## config.mk

```make
export PLATFORM = sky130hd
export DESIGN_NAME = bounded_deque_with_value_search_flat
export DESIGN_NICKNAME = d
export VERILOG_FILES = /design/src/hdl/bdq_pkg.sv /design/src/hdl/bdq_in_if.sv /design/src/hdl/bdq_out_if.sv /design/src/hdl/bdq_store.sv /design/src/hdl/bounded_deque_with_value_search.sv /design/src/flat_wrapper.sv
export SDC_FILE = /design/constraint.sdc
export NUM_CORES = 1
export LEC_CHECK = 0
export ABC_CLOCK_PERIOD_IN_PS = 5130
export BUFFER_PORTS_ARGS = -buffer_cell sky130_fd_sc_hd__buf_2
export CORE_MARGIN = 8
export CORE_UTILIZATION = 45
export DETAILED_ROUTE_END_ITERATION = 16
export GPL_TIMING_DRIVEN = 0
export PLACE_DENSITY_LB_ADDON = 0.05
export SYNTH_ARGS = -nofsm -noshare
export SYNTH_HDL_FRONTEND = slang
export SYNTH_SLANG_ARGS = --single-unit
```

## constraint.sdc

```tcl
create_clock -name clk -period 5.13 [get_ports clk]
set_clock_uncertainty 0.15 [all_clocks]
set_input_delay 0.2565 -clock clk [delete_from_list [all_inputs] [get_ports clk]]
set_output_delay 0.2565 -clock clk [all_outputs]
set_load 0.05 [all_outputs]
```

## src/hdl/bdq_pkg.sv

```systemverilog
package bdq_pkg;

  localparam int DATA_W   = 32;
  localparam int KIND_W   = 3;
  localparam int STATUS_W = 2;
  localparam int COUNT_W  = 5;

  // command codes
  typedef enum logic [KIND_W-1:0] {
    KIND_PUSH_FRONT = 3'd0,
    KIND_PUSH_BACK  = 3'd1,
    KIND_POP_FRONT  = 3'd2,
    KIND_POP_BACK   = 3'd3,
    KIND_REMOVE     = 3'd4,
    KIND_SEARCH     = 3'd5
  } kind_t;

  // result status codes
  typedef enum logic [STATUS_W-1:0] {
    ST_DONE     = 2'd0,
    ST_EMPTY    = 2'd1,
    ST_NOTFOUND = 2'd2,
    ST_FULL     = 2'd3
  } status_t;

  // control sequencer
  typedef enum logic [2:0] {
    S_IDLE,
    S_EXEC,
    S_SCAN,
    S_SHIFT,
    S_RESP
  } state_t;

endpackage

```

## src/hdl/bdq_in_if.sv

```systemverilog
interface bdq_in_if;
  logic                        valid;
  logic                        ready;
  logic [bdq_pkg::KIND_W-1:0]  kind;
  logic signed [bdq_pkg::DATA_W-1:0] value;

  modport source (output valid, output kind, output value, input ready);
  modport sink   (input valid, input kind, input value, output ready);
endinterface

```

## src/hdl/bdq_out_if.sv

```systemverilog
interface bdq_out_if;
  logic                          valid;
  logic                          ready;
  logic [bdq_pkg::STATUS_W-1:0]  status;
  logic [bdq_pkg::COUNT_W-1:0]   count;

  modport source (output valid, output status, output count, input ready);
  modport sink   (input valid, input status, input count, output ready);
endinterface

```

## src/hdl/bdq_store.sv

```systemverilog
module bdq_store #(
  parameter int CAPACITY = 16
) (
  input  logic                        clk,
  input  logic [$clog2(CAPACITY)-1:0] front,
  input  logic                        rd_en,
  input  logic [$clog2(CAPACITY)-1:0] rd_pos,
  input  logic                        wr_en,
  input  logic [$clog2(CAPACITY)-1:0] wr_pos,
  input  logic [bdq_pkg::DATA_W-1:0]  wr_data,
  output logic [bdq_pkg::DATA_W-1:0]  rd_data
);

  localparam int IDX_W = $clog2(CAPACITY);
  localparam int SUM_W = IDX_W + 1;
  localparam logic [SUM_W-1:0] CAP_S = SUM_W'(CAPACITY);

  logic [bdq_pkg::DATA_W-1:0] mem [CAPACITY];
  logic [SUM_W-1:0]           rd_sum;
  logic [SUM_W-1:0]           wr_sum;
  logic [IDX_W-1:0]           rd_addr;
  logic [IDX_W-1:0]           wr_addr;

  // logical position to physical slot, circular around the front
  assign rd_sum = SUM_W'(front) + SUM_W'(rd_pos);
  assign wr_sum = SUM_W'(front) + SUM_W'(wr_pos);

  always_comb begin
    rd_addr = (rd_sum >= CAP_S) ? IDX_W'(rd_sum - CAP_S) : IDX_W'(rd_sum);
    wr_addr = (wr_sum >= CAP_S) ? IDX_W'(wr_sum - CAP_S) : IDX_W'(wr_sum);
  end

  // element array, one write and one registered read per cycle
  always_ff @(posedge clk) begin
    if (wr_en) begin
      mem[wr_addr] <= wr_data;
    end
    if (rd_en) begin
      rd_data <= mem[rd_addr];
    end
  end

endmodule

```

## src/hdl/bounded_deque_with_value_search.sv

```systemverilog
// Bounded double-ended queue of signed 32-bit values with remove and search by value,
// held in a single circular memory of CAPACITY words. Each request yields exactly one
// result with a status and the element count after the request. Pushes and pops pass
// from acceptance through the EXEC and RESP states to the result. Search and remove
// scan the elements through the single read port of the memory, one per cycle, in the
// order front, back, then the middle from the front, until a hit or the last element.
// A remove that hits an element in the middle then moves each later element one place
// forward, one element per cycle. A new request is taken once the previous one has its
// result in the output register; that register holds the result until it is taken.
module bounded_deque_with_value_search #(
  parameter int CAPACITY = 16
) (
  input  logic      clk,
  input  logic      rst_n,
  bdq_in_if.sink    in_req,
  bdq_out_if.source out_rsp
);

  localparam int IDX_W = $clog2(CAPACITY);
  localparam int CNT_W = $clog2(CAPACITY + 1);
  localparam logic [CNT_W-1:0] CAP_C  = CNT_W'(CAPACITY);
  localparam logic [IDX_W-1:0] LAST_I = IDX_W'(CAPACITY - 1);

  bdq_pkg::state_t                  state_r, state_nxt;
  logic [bdq_pkg::KIND_W-1:0]       kind_r, kind_nxt;
  logic [bdq_pkg::DATA_W-1:0]       value_r, value_nxt;
  logic [IDX_W-1:0]                 front_r, front_nxt;
  logic [CNT_W-1:0]                 count_r, count_nxt;
  logic [CNT_W-1:0]                 k_r, k_nxt;
  logic                             rd_vld_r, rd_vld_nxt;
  logic [CNT_W-1:0]                 rd_k_r, rd_k_nxt;
  logic [bdq_pkg::STATUS_W-1:0]     status_r, status_nxt;
  logic                             out_valid_r;
  logic [bdq_pkg::STATUS_W-1:0]     out_status_r;
  logic [bdq_pkg::COUNT_W-1:0]      out_count_r;

  logic                             mem_rd_en;
  logic [IDX_W-1:0]                 mem_rd_pos;
  logic                             mem_wr_en;
  logic [IDX_W-1:0]                 mem_wr_pos;
  logic [bdq_pkg::DATA_W-1:0]       mem_wr_data;
  logic [bdq_pkg::DATA_W-1:0]       mem_q;

  logic                             hit;
  logic                             last_rd;
  logic                             can_issue;
  logic [CNT_W-1:0]                 count_m1;
  logic [IDX_W-1:0]                 scan_pos;
  logic                             load_out;
  logic [CNT_W+bdq_pkg::COUNT_W-1:0] count_ext;

  bdq_store #(
    .CAPACITY (CAPACITY)
  ) u_store (
    .clk     (clk),
    .front   (front_r),
    .rd_en   (mem_rd_en),
    .rd_pos  (mem_rd_pos),
    .wr_en   (mem_wr_en),
    .wr_pos  (mem_wr_pos),
    .wr_data (mem_wr_data),
    .rd_data (mem_q)
  );

  // shared scan terms
  assign count_m1  = count_r - CNT_W'(1);
  assign hit       = rd_vld_r && (mem_q == value_r);
  assign last_rd   = rd_vld_r && (rd_k_r == count_m1);
  assign can_issue = (k_r < count_r);
  assign load_out  = (state_r == bdq_pkg::S_RESP) && (!out_valid_r || out_rsp.ready);
  assign count_ext = (CNT_W + bdq_pkg::COUNT_W)'(count_r);

  // scan order: front, back, then the middle from the front
  always_comb begin
    if (k_r == '0) begin
      scan_pos = '0;
    end else if (k_r == CNT_W'(1)) begin
      scan_pos = IDX_W'(count_m1);
    end else begin
      scan_pos = IDX_W'(k_r - CNT_W'(1));
    end
  end

  // next state
  always_comb begin
    state_nxt = state_r;
    unique case (state_r)
      bdq_pkg::S_IDLE: begin
        if (in_req.valid) begin
          state_nxt = bdq_pkg::S_EXEC;
        end
      end
      bdq_pkg::S_EXEC: begin
        state_nxt = bdq_pkg::S_RESP;
        if ((kind_r == bdq_pkg::KIND_REMOVE || kind_r == bdq_pkg::KIND_SEARCH)
            && count_r != '0) begin
          state_nxt = bdq_pkg::S_SCAN;
        end
      end
      bdq_pkg::S_SCAN: begin
        if (hit) begin
          if (kind_r == bdq_pkg::KIND_SEARCH || rd_k_r < CNT_W'(2)) begin
            state_nxt = bdq_pkg::S_RESP;
          end else begin
            state_nxt = bdq_pkg::S_SHIFT;
          end
        end else if (last_rd) begin
          state_nxt = bdq_pkg::S_RESP;
        end
      end
      bdq_pkg::S_SHIFT: begin
        if (last_rd) begin
          state_nxt = bdq_pkg::S_RESP;
        end
      end
      bdq_pkg::S_RESP: begin
        if (load_out) begin
          state_nxt = bdq_pkg::S_IDLE;
        end
      end
      default: state_nxt = bdq_pkg::S_IDLE;
    endcase
  end

  // datapath and memory control
  always_comb begin
    kind_nxt    = kind_r;
    value_nxt   = value_r;
    front_nxt   = front_r;
    count_nxt   = count_r;
    k_nxt       = k_r;
    rd_vld_nxt  = rd_vld_r;
    rd_k_nxt    = rd_k_r;
    status_nxt  = status_r;
    mem_rd_en   = 1'b0;
    mem_rd_pos  = scan_pos;
    mem_wr_en   = 1'b0;
    mem_wr_pos  = IDX_W'(count_r);
    mem_wr_data = value_r;
    unique case (state_r)
      bdq_pkg::S_IDLE: begin
        if (in_req.valid) begin
          kind_nxt  = in_req.kind;
          value_nxt = in_req.value;
        end
      end
      bdq_pkg::S_EXEC: begin
        status_nxt = bdq_pkg::ST_DONE;
        k_nxt      = '0;
        rd_vld_nxt = 1'b0;
        unique case (kind_r)
          bdq_pkg::KIND_PUSH_FRONT: begin
            if (count_r == CAP_C) begin
              status_nxt = bdq_pkg::ST_FULL;
            end else begin
              // one slot before the front
              mem_wr_en  = 1'b1;
              mem_wr_pos = LAST_I;
              front_nxt  = (front_r == '0) ? LAST_I : front_r - IDX_W'(1);
              count_nxt  = count_r + CNT_W'(1);
            end
          end
          bdq_pkg::KIND_PUSH_BACK: begin
            if (count_r == CAP_C) begin
              status_nxt = bdq_pkg::ST_FULL;
            end else begin
              mem_wr_en = 1'b1;
              count_nxt = count_r + CNT_W'(1);
            end
          end
          bdq_pkg::KIND_POP_FRONT: begin
            if (count_r == '0) begin
              status_nxt = bdq_pkg::ST_EMPTY;
            end else begin
              front_nxt = (front_r == LAST_I) ? '0 : front_r + IDX_W'(1);
              count_nxt = count_m1;
            end
          end
          bdq_pkg::KIND_POP_BACK: begin
            if (count_r == '0) begin
              status_nxt = bdq_pkg::ST_EMPTY;
            end else begin
              count_nxt = count_m1;
            end
          end
          bdq_pkg::KIND_REMOVE, bdq_pkg::KIND_SEARCH: begin
            if (count_r == '0) begin
              status_nxt = bdq_pkg::ST_EMPTY;
            end
          end
          default: ;
        endcase
      end
      bdq_pkg::S_SCAN: begin
        if (hit) begin
          status_nxt = bdq_pkg::ST_DONE;
          rd_vld_nxt = 1'b0;
          if (kind_r == bdq_pkg::KIND_REMOVE) begin
            if (rd_k_r == '0) begin
              front_nxt = (front_r == LAST_I) ? '0 : front_r + IDX_W'(1);
              count_nxt = count_m1;
            end else if (rd_k_r == CNT_W'(1)) begin
              count_nxt = count_m1;
            end else begin
              // middle hit at position rd_k_r - 1, start moving from the next one
              k_nxt = rd_k_r;
            end
          end
        end else if (last_rd) begin
          status_nxt = bdq_pkg::ST_NOTFOUND;
          rd_vld_nxt = 1'b0;
        end else if (can_issue) begin
          mem_rd_en  = 1'b1;
          rd_vld_nxt = 1'b1;
          rd_k_nxt   = k_r;
          k_nxt      = k_r + CNT_W'(1);
        end else begin
          rd_vld_nxt = 1'b0;
        end
      end
      bdq_pkg::S_SHIFT: begin
        // write the element read last cycle one place toward the front
        mem_wr_en   = rd_vld_r;
        mem_wr_pos  = IDX_W'(rd_k_r - CNT_W'(1));
        mem_wr_data = mem_q;
        mem_rd_pos  = IDX_W'(k_r);
        if (last_rd) begin
          count_nxt  = count_m1;
          rd_vld_nxt = 1'b0;
        end else if (can_issue) begin
          mem_rd_en  = 1'b1;
          rd_vld_nxt = 1'b1;
          rd_k_nxt   = k_r;
          k_nxt      = k_r + CNT_W'(1);
        end else begin
          rd_vld_nxt = 1'b0;
        end
      end
      bdq_pkg::S_RESP: ;
      default: ;
    endcase
  end

  // control and payload registers
  always_ff @(posedge clk) begin
    if (!rst_n) begin
      state_r     <= bdq_pkg::S_IDLE;
      front_r     <= '0;
      count_r     <= '0;
      rd_vld_r    <= 1'b0;
      out_valid_r <= 1'b0;
    end else begin
      state_r  <= state_nxt;
      front_r  <= front_nxt;
      count_r  <= count_nxt;
      rd_vld_r <= rd_vld_nxt;
      if (load_out) begin
        out_valid_r <= 1'b1;
      end else if (out_rsp.ready) begin
        out_valid_r <= 1'b0;
      end
    end
  end

  always_ff @(posedge clk) begin
    kind_r   <= kind_nxt;
    value_r  <= value_nxt;
    k_r      <= k_nxt;
    rd_k_r   <= rd_k_nxt;
    status_r <= status_nxt;
    if (load_out) begin
      out_status_r <= status_r;
      out_count_r  <= count_ext[bdq_pkg::COUNT_W-1:0];
    end
  end

  // channel ports
  assign in_req.ready   = (state_r == bdq_pkg::S_IDLE);
  assign out_rsp.valid  = out_valid_r;
  assign out_rsp.status = out_status_r;
  assign out_rsp.count  = out_count_r;

endmodule
```

## src/flat_wrapper.sv

```systemverilog
// flat-port wrapper written by rule: the top's interface ports become plain ports
module bounded_deque_with_value_search_flat 
#(
  parameter int CAPACITY = 16
)
  (clk, rst_n, in_req_valid, in_req_kind, in_req_value, in_req_ready, out_rsp_valid, out_rsp_status, out_rsp_count, out_rsp_ready);
  bdq_in_if in_req_i ();
  bdq_out_if out_rsp_i ();
  input  logic clk;
  input  logic rst_n;
  input wire logic [$bits(in_req_i.valid)-1:0] in_req_valid;
  input wire logic [$bits(in_req_i.kind)-1:0] in_req_kind;
  input wire logic [$bits(in_req_i.value)-1:0] in_req_value;
  output wire logic [$bits(in_req_i.ready)-1:0] in_req_ready;
  output wire logic [$bits(out_rsp_i.valid)-1:0] out_rsp_valid;
  output wire logic [$bits(out_rsp_i.status)-1:0] out_rsp_status;
  output wire logic [$bits(out_rsp_i.count)-1:0] out_rsp_count;
  input wire logic [$bits(out_rsp_i.ready)-1:0] out_rsp_ready;
  assign in_req_i.valid = in_req_valid;
  assign in_req_i.kind = in_req_kind;
  assign in_req_i.value = in_req_value;
  assign in_req_ready = in_req_i.ready;
  assign out_rsp_valid = out_rsp_i.valid;
  assign out_rsp_status = out_rsp_i.status;
  assign out_rsp_count = out_rsp_i.count;
  assign out_rsp_i.ready = out_rsp_ready;
  bounded_deque_with_value_search #(.CAPACITY(CAPACITY)) u_core (.clk(clk), .rst_n(rst_n), .in_req(in_req_i), .out_rsp(out_rsp_i));
endmodule
```

==> metrics.md, run 1 <==
| Metric | Value |
|---|---|
| Clock buffer count from CTS | 67 |
| Final Cycle Share | 0.970 |
| Full die area | 0.0634 mm^2 |
| WP buf/inv | 3 |
| Largest net degree at the start of global routing | 20 |
| Multi-input gate area | 0.00656 mm^2 |
| H-tree lvl count | 3 |
| Post-layout util | 0.541 |
| Core area | 0.0551 mm^2 |
| Worst Setup End Kind | flip-flop |
| Wirelength per Cell | 28.0 um |
| Ys async rst share | 0 |
| Die Width | 252 um |
| Worst Path Max Fanout | 10 |
| Flop-to-flop setup slack | 160 ps |
| Post-Route M1 WL | 28200 um |
| CTS root buffer | clkbuf_16 |
| Clk pin slew, worst setup/hold paths | 60 ps |
| Detailed placer's ending HPWL | 42800 um |
| Seq/Total Area, Yosys | 0.729 |
| WS Path Type | flip-flop to flip-flop |
| Commonest non-fill, non-tap cell in the layout | edfxtp_1 |
| Met3 wire length | 3270 um |
| GP Congestion | 0.844 |
| Clk buf depth | 3 |
| Core Rows | 86 |
| Hold crit path type | input port to flip-flop |
| DR vias | 13000 |
| Tightest Pin Transition | 1310 ps |
| Vias in the first global route | 13400 |
| Worst EP required | 5310 ps |
| Slowest stage cell on the critical path | clkdlybuf4s15_1 |
| Vias per cell | 5.69 |
| Diode count | 0 |
| Synth Instances | 1269 |
| MaxCap Viol Count | 0 |
| Worst setup SP type | flip-flop |
| Clk pwr share | 0.404 |
| Post-synth EDFFs | 598 |
| Setup Buffers After CTS | 0 |
| Slew Viols, Final | 0 |
| Drt pass-1 iters | 5 |
| Worst slew margin | 0.121 |
| Switching share of power | 0.235 |
| Crit path max-delay family | buffers and inverters |
| Global route overflow | 0 |
| Initial antenna violation count | 0 |
| Yosys cell types | 76 |
| Syn Std Cell Area | 0.0250 mm^2 |
| Syn Area/Cell | 19.7 um^2 |
| Sink Count | 612 |
| All-Layer GR Usage | 0.205 |
| # IOs | 48 |
| Layout cell share with drive strength beyond 1 | 0.254 |
| Worst Path Arrival | 5150 ps |
| Iter 0 DRT Violations | 1233 |
| Dpl cell area | 0.0273 mm^2 |
| Worst hold slack | 219 ps |
| PwrDens | 387 mW/mm^2 |
| Net count, final | 1556 |
| Top Metal Used | met4 |
| DIE HEIGHT | 252 um |
| P_int | 0.00884 W |
| Number of port buffers | 47 |
| Cells after DPL | 2133 |
| Minimum clock period | 4970 ps |
| Routed length on met2 | 31400 um |
| # DRC | 0 |
| Final setup viols | 0 |
| Final hold violations | 0 |
| Mapped Nets | 1333 |
| Synth warn | 0 |
| Commonest non-fill, non-tap cells in the layout | edfxtp_1, nand2_1, mux4_2, clkbuf_16, buf_2 |
| Synth Flop Type | edfxtp_1 |
| Power Total | 0.0115 W |
| Finished Cell Area | 0.0298 mm^2 |
| Area delta synth->final | 19.1% |
| WL final | 64100 um |
| RSZ-0062 raised after global routing | false |
| Clk_lat worst skew | 600 ps |
| FILL cells | 4346 |
| Crit-path cells | nand2b_1 > nor2_2 > clkbuf_1 > a32o_1 > ha_1 > fa_1 > clkdlybuf4s15_1 > clkbuf_2 > mux4_2 > mux4_1 |
| Status | finished clean |
| Yosys reg bits | 612 |
| Sequential share of power | 0.489 |
| Register Area | 0.0182 mm^2 |
| Leak pwr | 9.95 nW |
| Non-Filler Instances | 2293 |
| F_max | 201 MHz |
| Maximum VDD drop | 326 uV |
| Net switching power | 0.00271 W |
| First-pass GRT wire length | 93700 um |
| CTS tree | done |
| Crit path largest cell delay | 700 ps |
| Initial core utilization | 0.454 |
| Antenna viol nets, final | 0 |
| Gate power share | 0.107 |
==> metrics by stage <==
step / setup WS [ps] / setup TNS (ps)
6_report: 155 / 0
5_1_grt: 8.90 / 0
3_5_place_dp: -73.2 / -520
3_3_place_gp: -4390 / -1748560
4_1_cts: 17.3 / 0
2_1_floorplan: -189 / -65550
==> worst register-to-register path, cell delays in order (launching register included) <==
cell,delay (ps)
dfxtp_1,310
nand2b_1,230
nor2_2,420
clkbuf_1,570
a32o_1,240
ha_1,200
fa_1,460
clkdlybuf4s15_1,700
clkbuf_2,520
mux4_2,400
mux4_1,490
==> layer usage <==
layer | track usage | vias up
met5 | 0 | -
met4 | 0.0466 | 0
met3 | 0.0400 | 82
met2 | 0.337 | 364
met1 | 0.282 | 6946
li1 | - | 5657
==> final cells by class <==
| cell class | count | area share |
|---|---|---|
| clock buffer | 78 | 0.0576 |
| inverter | 19 | 0.00239 |
| timing repair buffer | 154 | 0.0532 |
| tap | 748 | 0.0314 |
| clock inverter | 44 | 0.0136 |
| buffer | 61 | 0.0103 |
| multi-input combinational | 577 | 0.220 |
| sequential | 612 | 0.612 |
==> state kept, by name, indices dropped and copies added (netlist names) <==
register	count
u_core.u_store.mem	512
u_core.u_store.rd_data	32
u_core.value_r	32
u_core.count_r	5
u_core.k_r	5
u_core.out_rsp.count	5
u_core.rd_k_r	5
u_core.front_r	4
u_core.kind_r	3
u_core.state_r	3
u_core.out_rsp.status	2
u_core.status_r	2
u_core.out_rsp.valid	1
u_core.rd_vld_r	1
==> synthesized netlist by cell type (all sizes together) (3+ instances only) <==
library cell  count  area [um^2]
xor2             37          324
inv              19         71.3
nand3            11         55.1
nand2b            5         31.3
o31ai             5         42.5
a32o              3         30.0
xnor2            15          139
o2111ai           4         35.0
nor4b             3         41.3
ha               23          288
nand2           135          507
o2bb2ai           3         26.3
a21o              4         30.0
a21oi            18          101
a211oi            4         35.0
mux2i            11          110
nor4              9         56.3
nor2             16         62.6
buf              17          114
mux4            160         3720
nor2b             7         43.8
clkbuf           44          169
dfxtp            14          280
edfxtp          598        18000
or3               6         37.5
nor3             28          151
o21ai            21          109
o211ai            4         30.0
==> worst paths after layout <==
kind	startpoint	endpoint	cells past startpoint
min reg2reg	u_core.status_r[0]	u_core.out_rsp.status[0]	0
max reg2reg	u_core.state_r[2]	u_core.u_store.rd_data[30]	10
min	in_req_kind[0]	u_core.kind_r[0]	2
max	u_core.state_r[2]	u_core.u_store.rd_data[30]	10
==> power by group through the flow <==
stage | registers (W) | logic, W | clock network [W]
after CTS | 0.00565 | 0.00125 | 0.00476
after global routing | 0.00565 | 0.00133 | 0.00494
after global placement | 0.00575 | 0.00119 | 0
after detailed placement | 0.00575 | 0.00123 | 0
after floorplan | 0.00574 | 0.000824 | 0
final | 0.00565 | 0.00124 | 0.00466
==> cells by family after synthesis <==
logic type,after synthesis,share of synthesized area
adders and majority gates,25,0.0131
muxes,172,0.153
DFF,612,0.729
buffers and inverters,80,0.0141
and+or+nand+nor,234,0.0440
AOI/OAI and AO/OA,93,0.0273
xor gates and xnor gates,53,0.0194
==> what timing repair did <==
item | in CTS | in global routing
hold endpoints to repair | 38 | 0
resized for setup | 1 | 27
pin swaps | 0 | 0
gates cloned | 0 | 0
hold buffers | 38 | 0
endpoints found under the setup margin | 10 | 32
Note: power is estimated with default switching activity, not from simulation.
==> run 2, diff against run 1 <==
==> constraint.sdc (replaced) <==
create_clock -name clk -period 5.13 [get_ports clk]
set_clock_uncertainty 0.15 [all_clocks]
set_input_delay 0.513 -clock clk [delete_from_list [all_inputs] [get_ports clk]]
set_output_delay 0.513 -clock clk [all_outputs]
set_load 0.05 [all_outputs]
==> metrics.md, run 2 (synthesized netlist as in run 1, its figures left out) <==
| Metric | Value |
|---|---|
| First-pass GRT wire length | 93700 um (about the same) |
| Biggest regs | u_core.u_store.mem: 512 flops, u_core.u_store.rd_data: 32 flops, u_core.value_r: 32 flops |
| Cells after DPL | 2133 (unchanged) |
| Drt pass-1 iters | 5 (unchanged) |
| Iter 0 DRT Violations | 1345 (+9.1%) |
| All-Layer GR Usage | 0.204 (about the same) |
| Worst Path Arrival | 5170 ps (+20 ps) |
| # IOs | 48 (unchanged) |
| WL final | 64100 um (about the same) |
| Clk_lat worst skew | 600 ps (about the same) |
| Crit path largest cell delay | 690 ps (about the same) |
| Minimum clock period | 5000 ps (+21.2 ps) |
| Antenna viol nets, final | 0 (unchanged) |
| WP buf/inv | 3 (unchanged) |
| Worst Setup End Kind | flip-flop |
| Setup Buffers After CTS | 0 (unchanged) |
| CTS root buffer | clkbuf_16 |
| Hold crit path type | input port to flip-flop |
| Final Cycle Share | 0.974 (+0.00414) |
| Global route overflow | 0 (unchanged) |
| Worst slew margin | 0.109 (-0.0119) |
| Setup Slack @ Placement | -73.2 ps (unchanged) |
| Tightest Pin Transition | 1330 ps (+17.7 ps) |
| Crit-path cells | nand2b_1 > nor2_2 > clkbuf_1 > a32o_1 > ha_1 > fa_1 > clkdlybuf4s15_1 > clkbuf_2 > mux4_2 > mux4_1 |
| Worst setup SP type | flip-flop |
| Most flop-heavy register | u_core.u_store.mem |
| F_max | 200 MHz (-0.42%) |
| Largest net degree at the start of global routing | 20 (unchanged) |
| Max reg flops | 512 (unchanged) |
| Slew Viols, Final | 0 (unchanged) |
| H-tree lvl count | 3 (unchanged) |
| Worst EP required | 5310 ps (about the same) |
| Core Rows | 86 (unchanged) |
| Maximum VDD drop | 326 uV (-0.17%) |
| Clock buffer count from CTS | 67 (unchanged) |
| MaxCap Viol Count | 0 (unchanged) |
| Final setup viols | 0 (unchanged) |
| Leak pwr | 9.93 nW (-0.13%) |
| Post-layout util | 0.541 (-0.000545) |
| Number of port buffers | 47 (unchanged) |
| Worst Path Max Fanout | 10 (unchanged) |
| Vias in the first global route | 13400 (-0.045%) |
| Clk buf depth | 3 (unchanged) |
| Die Width | 252 um (unchanged) |
| Commonest non-fill, non-tap cell in the layout | edfxtp_1 |
| Area delta synth->final | 19.0% |
| Crit path max-delay family | buffers and inverters |
| Diode count | 0 (unchanged) |
| # DRC | 0 (unchanged) |
| Slack of the critical path | 134 ps (-21.2 ps) |
| RSZ-0062 raised after global routing | false |
| Non-Filler Instances | 2290 (-0.13%) |
| Vias per cell | 5.69 (about the same) |
| Wirelength per Cell | 28.0 um (about the same) |
| Dpl cell area | 0.0273 mm^2 (unchanged) |
| CTS tree | done |
| Clk pin slew, worst setup/hold paths | 60 ps (about the same) |
| Slowest stage cell on the critical path | clkdlybuf4s15_1 |
| Detailed placer's ending HPWL | 42800 um (unchanged) |
| Finished Cell Area | 0.0298 mm^2 (-0.10%) |
| Layout cell share with drive strength beyond 1 | 0.255 (+0.000495) |
| WS Path Type | flip-flop to flip-flop |
| Commonest non-fill, non-tap cells in the layout | edfxtp_1, nand2_1, mux4_2, clkbuf_16, buf_2 |
| Net count, final | 1553 (-0.19%) |
| Sink Count | 612 (unchanged) |
| DR vias | 13000 (-0.21%) |
| Full die area | 0.0634 mm^2 (unchanged) |
| Status | finished clean |
| Core area | 0.0551 mm^2 (unchanged) |
| Final hold violations | 0 (unchanged) |
| TNS Setup | 0 ps (unchanged) |
| Initial antenna violation count | 0 (unchanged) |
| Initial core utilization | 0.454 (unchanged) |
| GP Congestion | 0.844 (unchanged) |
| DIE HEIGHT | 252 um (unchanged) |
| PwrDens | 388 mW/mm^2 (+0.14%) |
[run 2: path summary, 6_finish.rpt]
kind	from	endpoint	slack, ps	depth (start not counted)
min	out_rsp_ready	u_core.out_rsp.valid	120	3
max reg2reg	u_core.state_r[2]	u_core.u_store.rd_data[30]	130	10
min reg2reg	u_core.status_r[0]	u_core.out_rsp.status[0]	270	0
max	u_core.state_r[2]	u_core.u_store.rd_data[30]	130	10
[run 2: report_power, final]
part / internal, W / leakage [nW] / switching, W
registers: 0.00560 / 5.52 / 0.0000417
clock network: 0.00268 / 1.03 / 0.00199
logic: 0.000552 / 3.39 / 0.000684
total: 0.00884 / 9.93 / 0.00272
[run 2: timing repair]
item                                    CTS  global route
hold endpoints to repair                 35             0
hold buffers                             35             0
gates cloned                              0             0
resized for setup                         1            27
endpoints found under the setup margin   10            32
[run 2: routing by layer]
metal	routed length, um	GRT usage	part of all wire	up-vias
met5	0	0	0	-
met4	1280	0.0466	0.020	0
met3	3470	0.0400	0.054	84
met2	31400	0.337	0.49	396
met1	28000	0.282	0.44	6898
li1	-	-	-	5643
[run 2: stage by stage]
step	hold WS [ps]	power, W
after detailed placement	257	0.00698
final	115	0.0116
after floorplan	250	0.00656
after global routing	116	0.0119
after CTS	86.2	0.0117
after global placement	256	0.00695
[run 2: tightest hold or removal path, stage by stage]
cell and delay [ps]:
buf_2 70, nand2b_1 130, a21boi_0 100
[run 2: area by class of cell]
type                    count  area [um^2]
plain buffers              61          307
clock buffers              78         1720
clock inverters            44          407
fillers                  4345        25300
inverters                  19         71.3
multi-input cells         577         6560
flip-flops and latches    612        18200
well taps                 748          936
repair buffers            151         1560
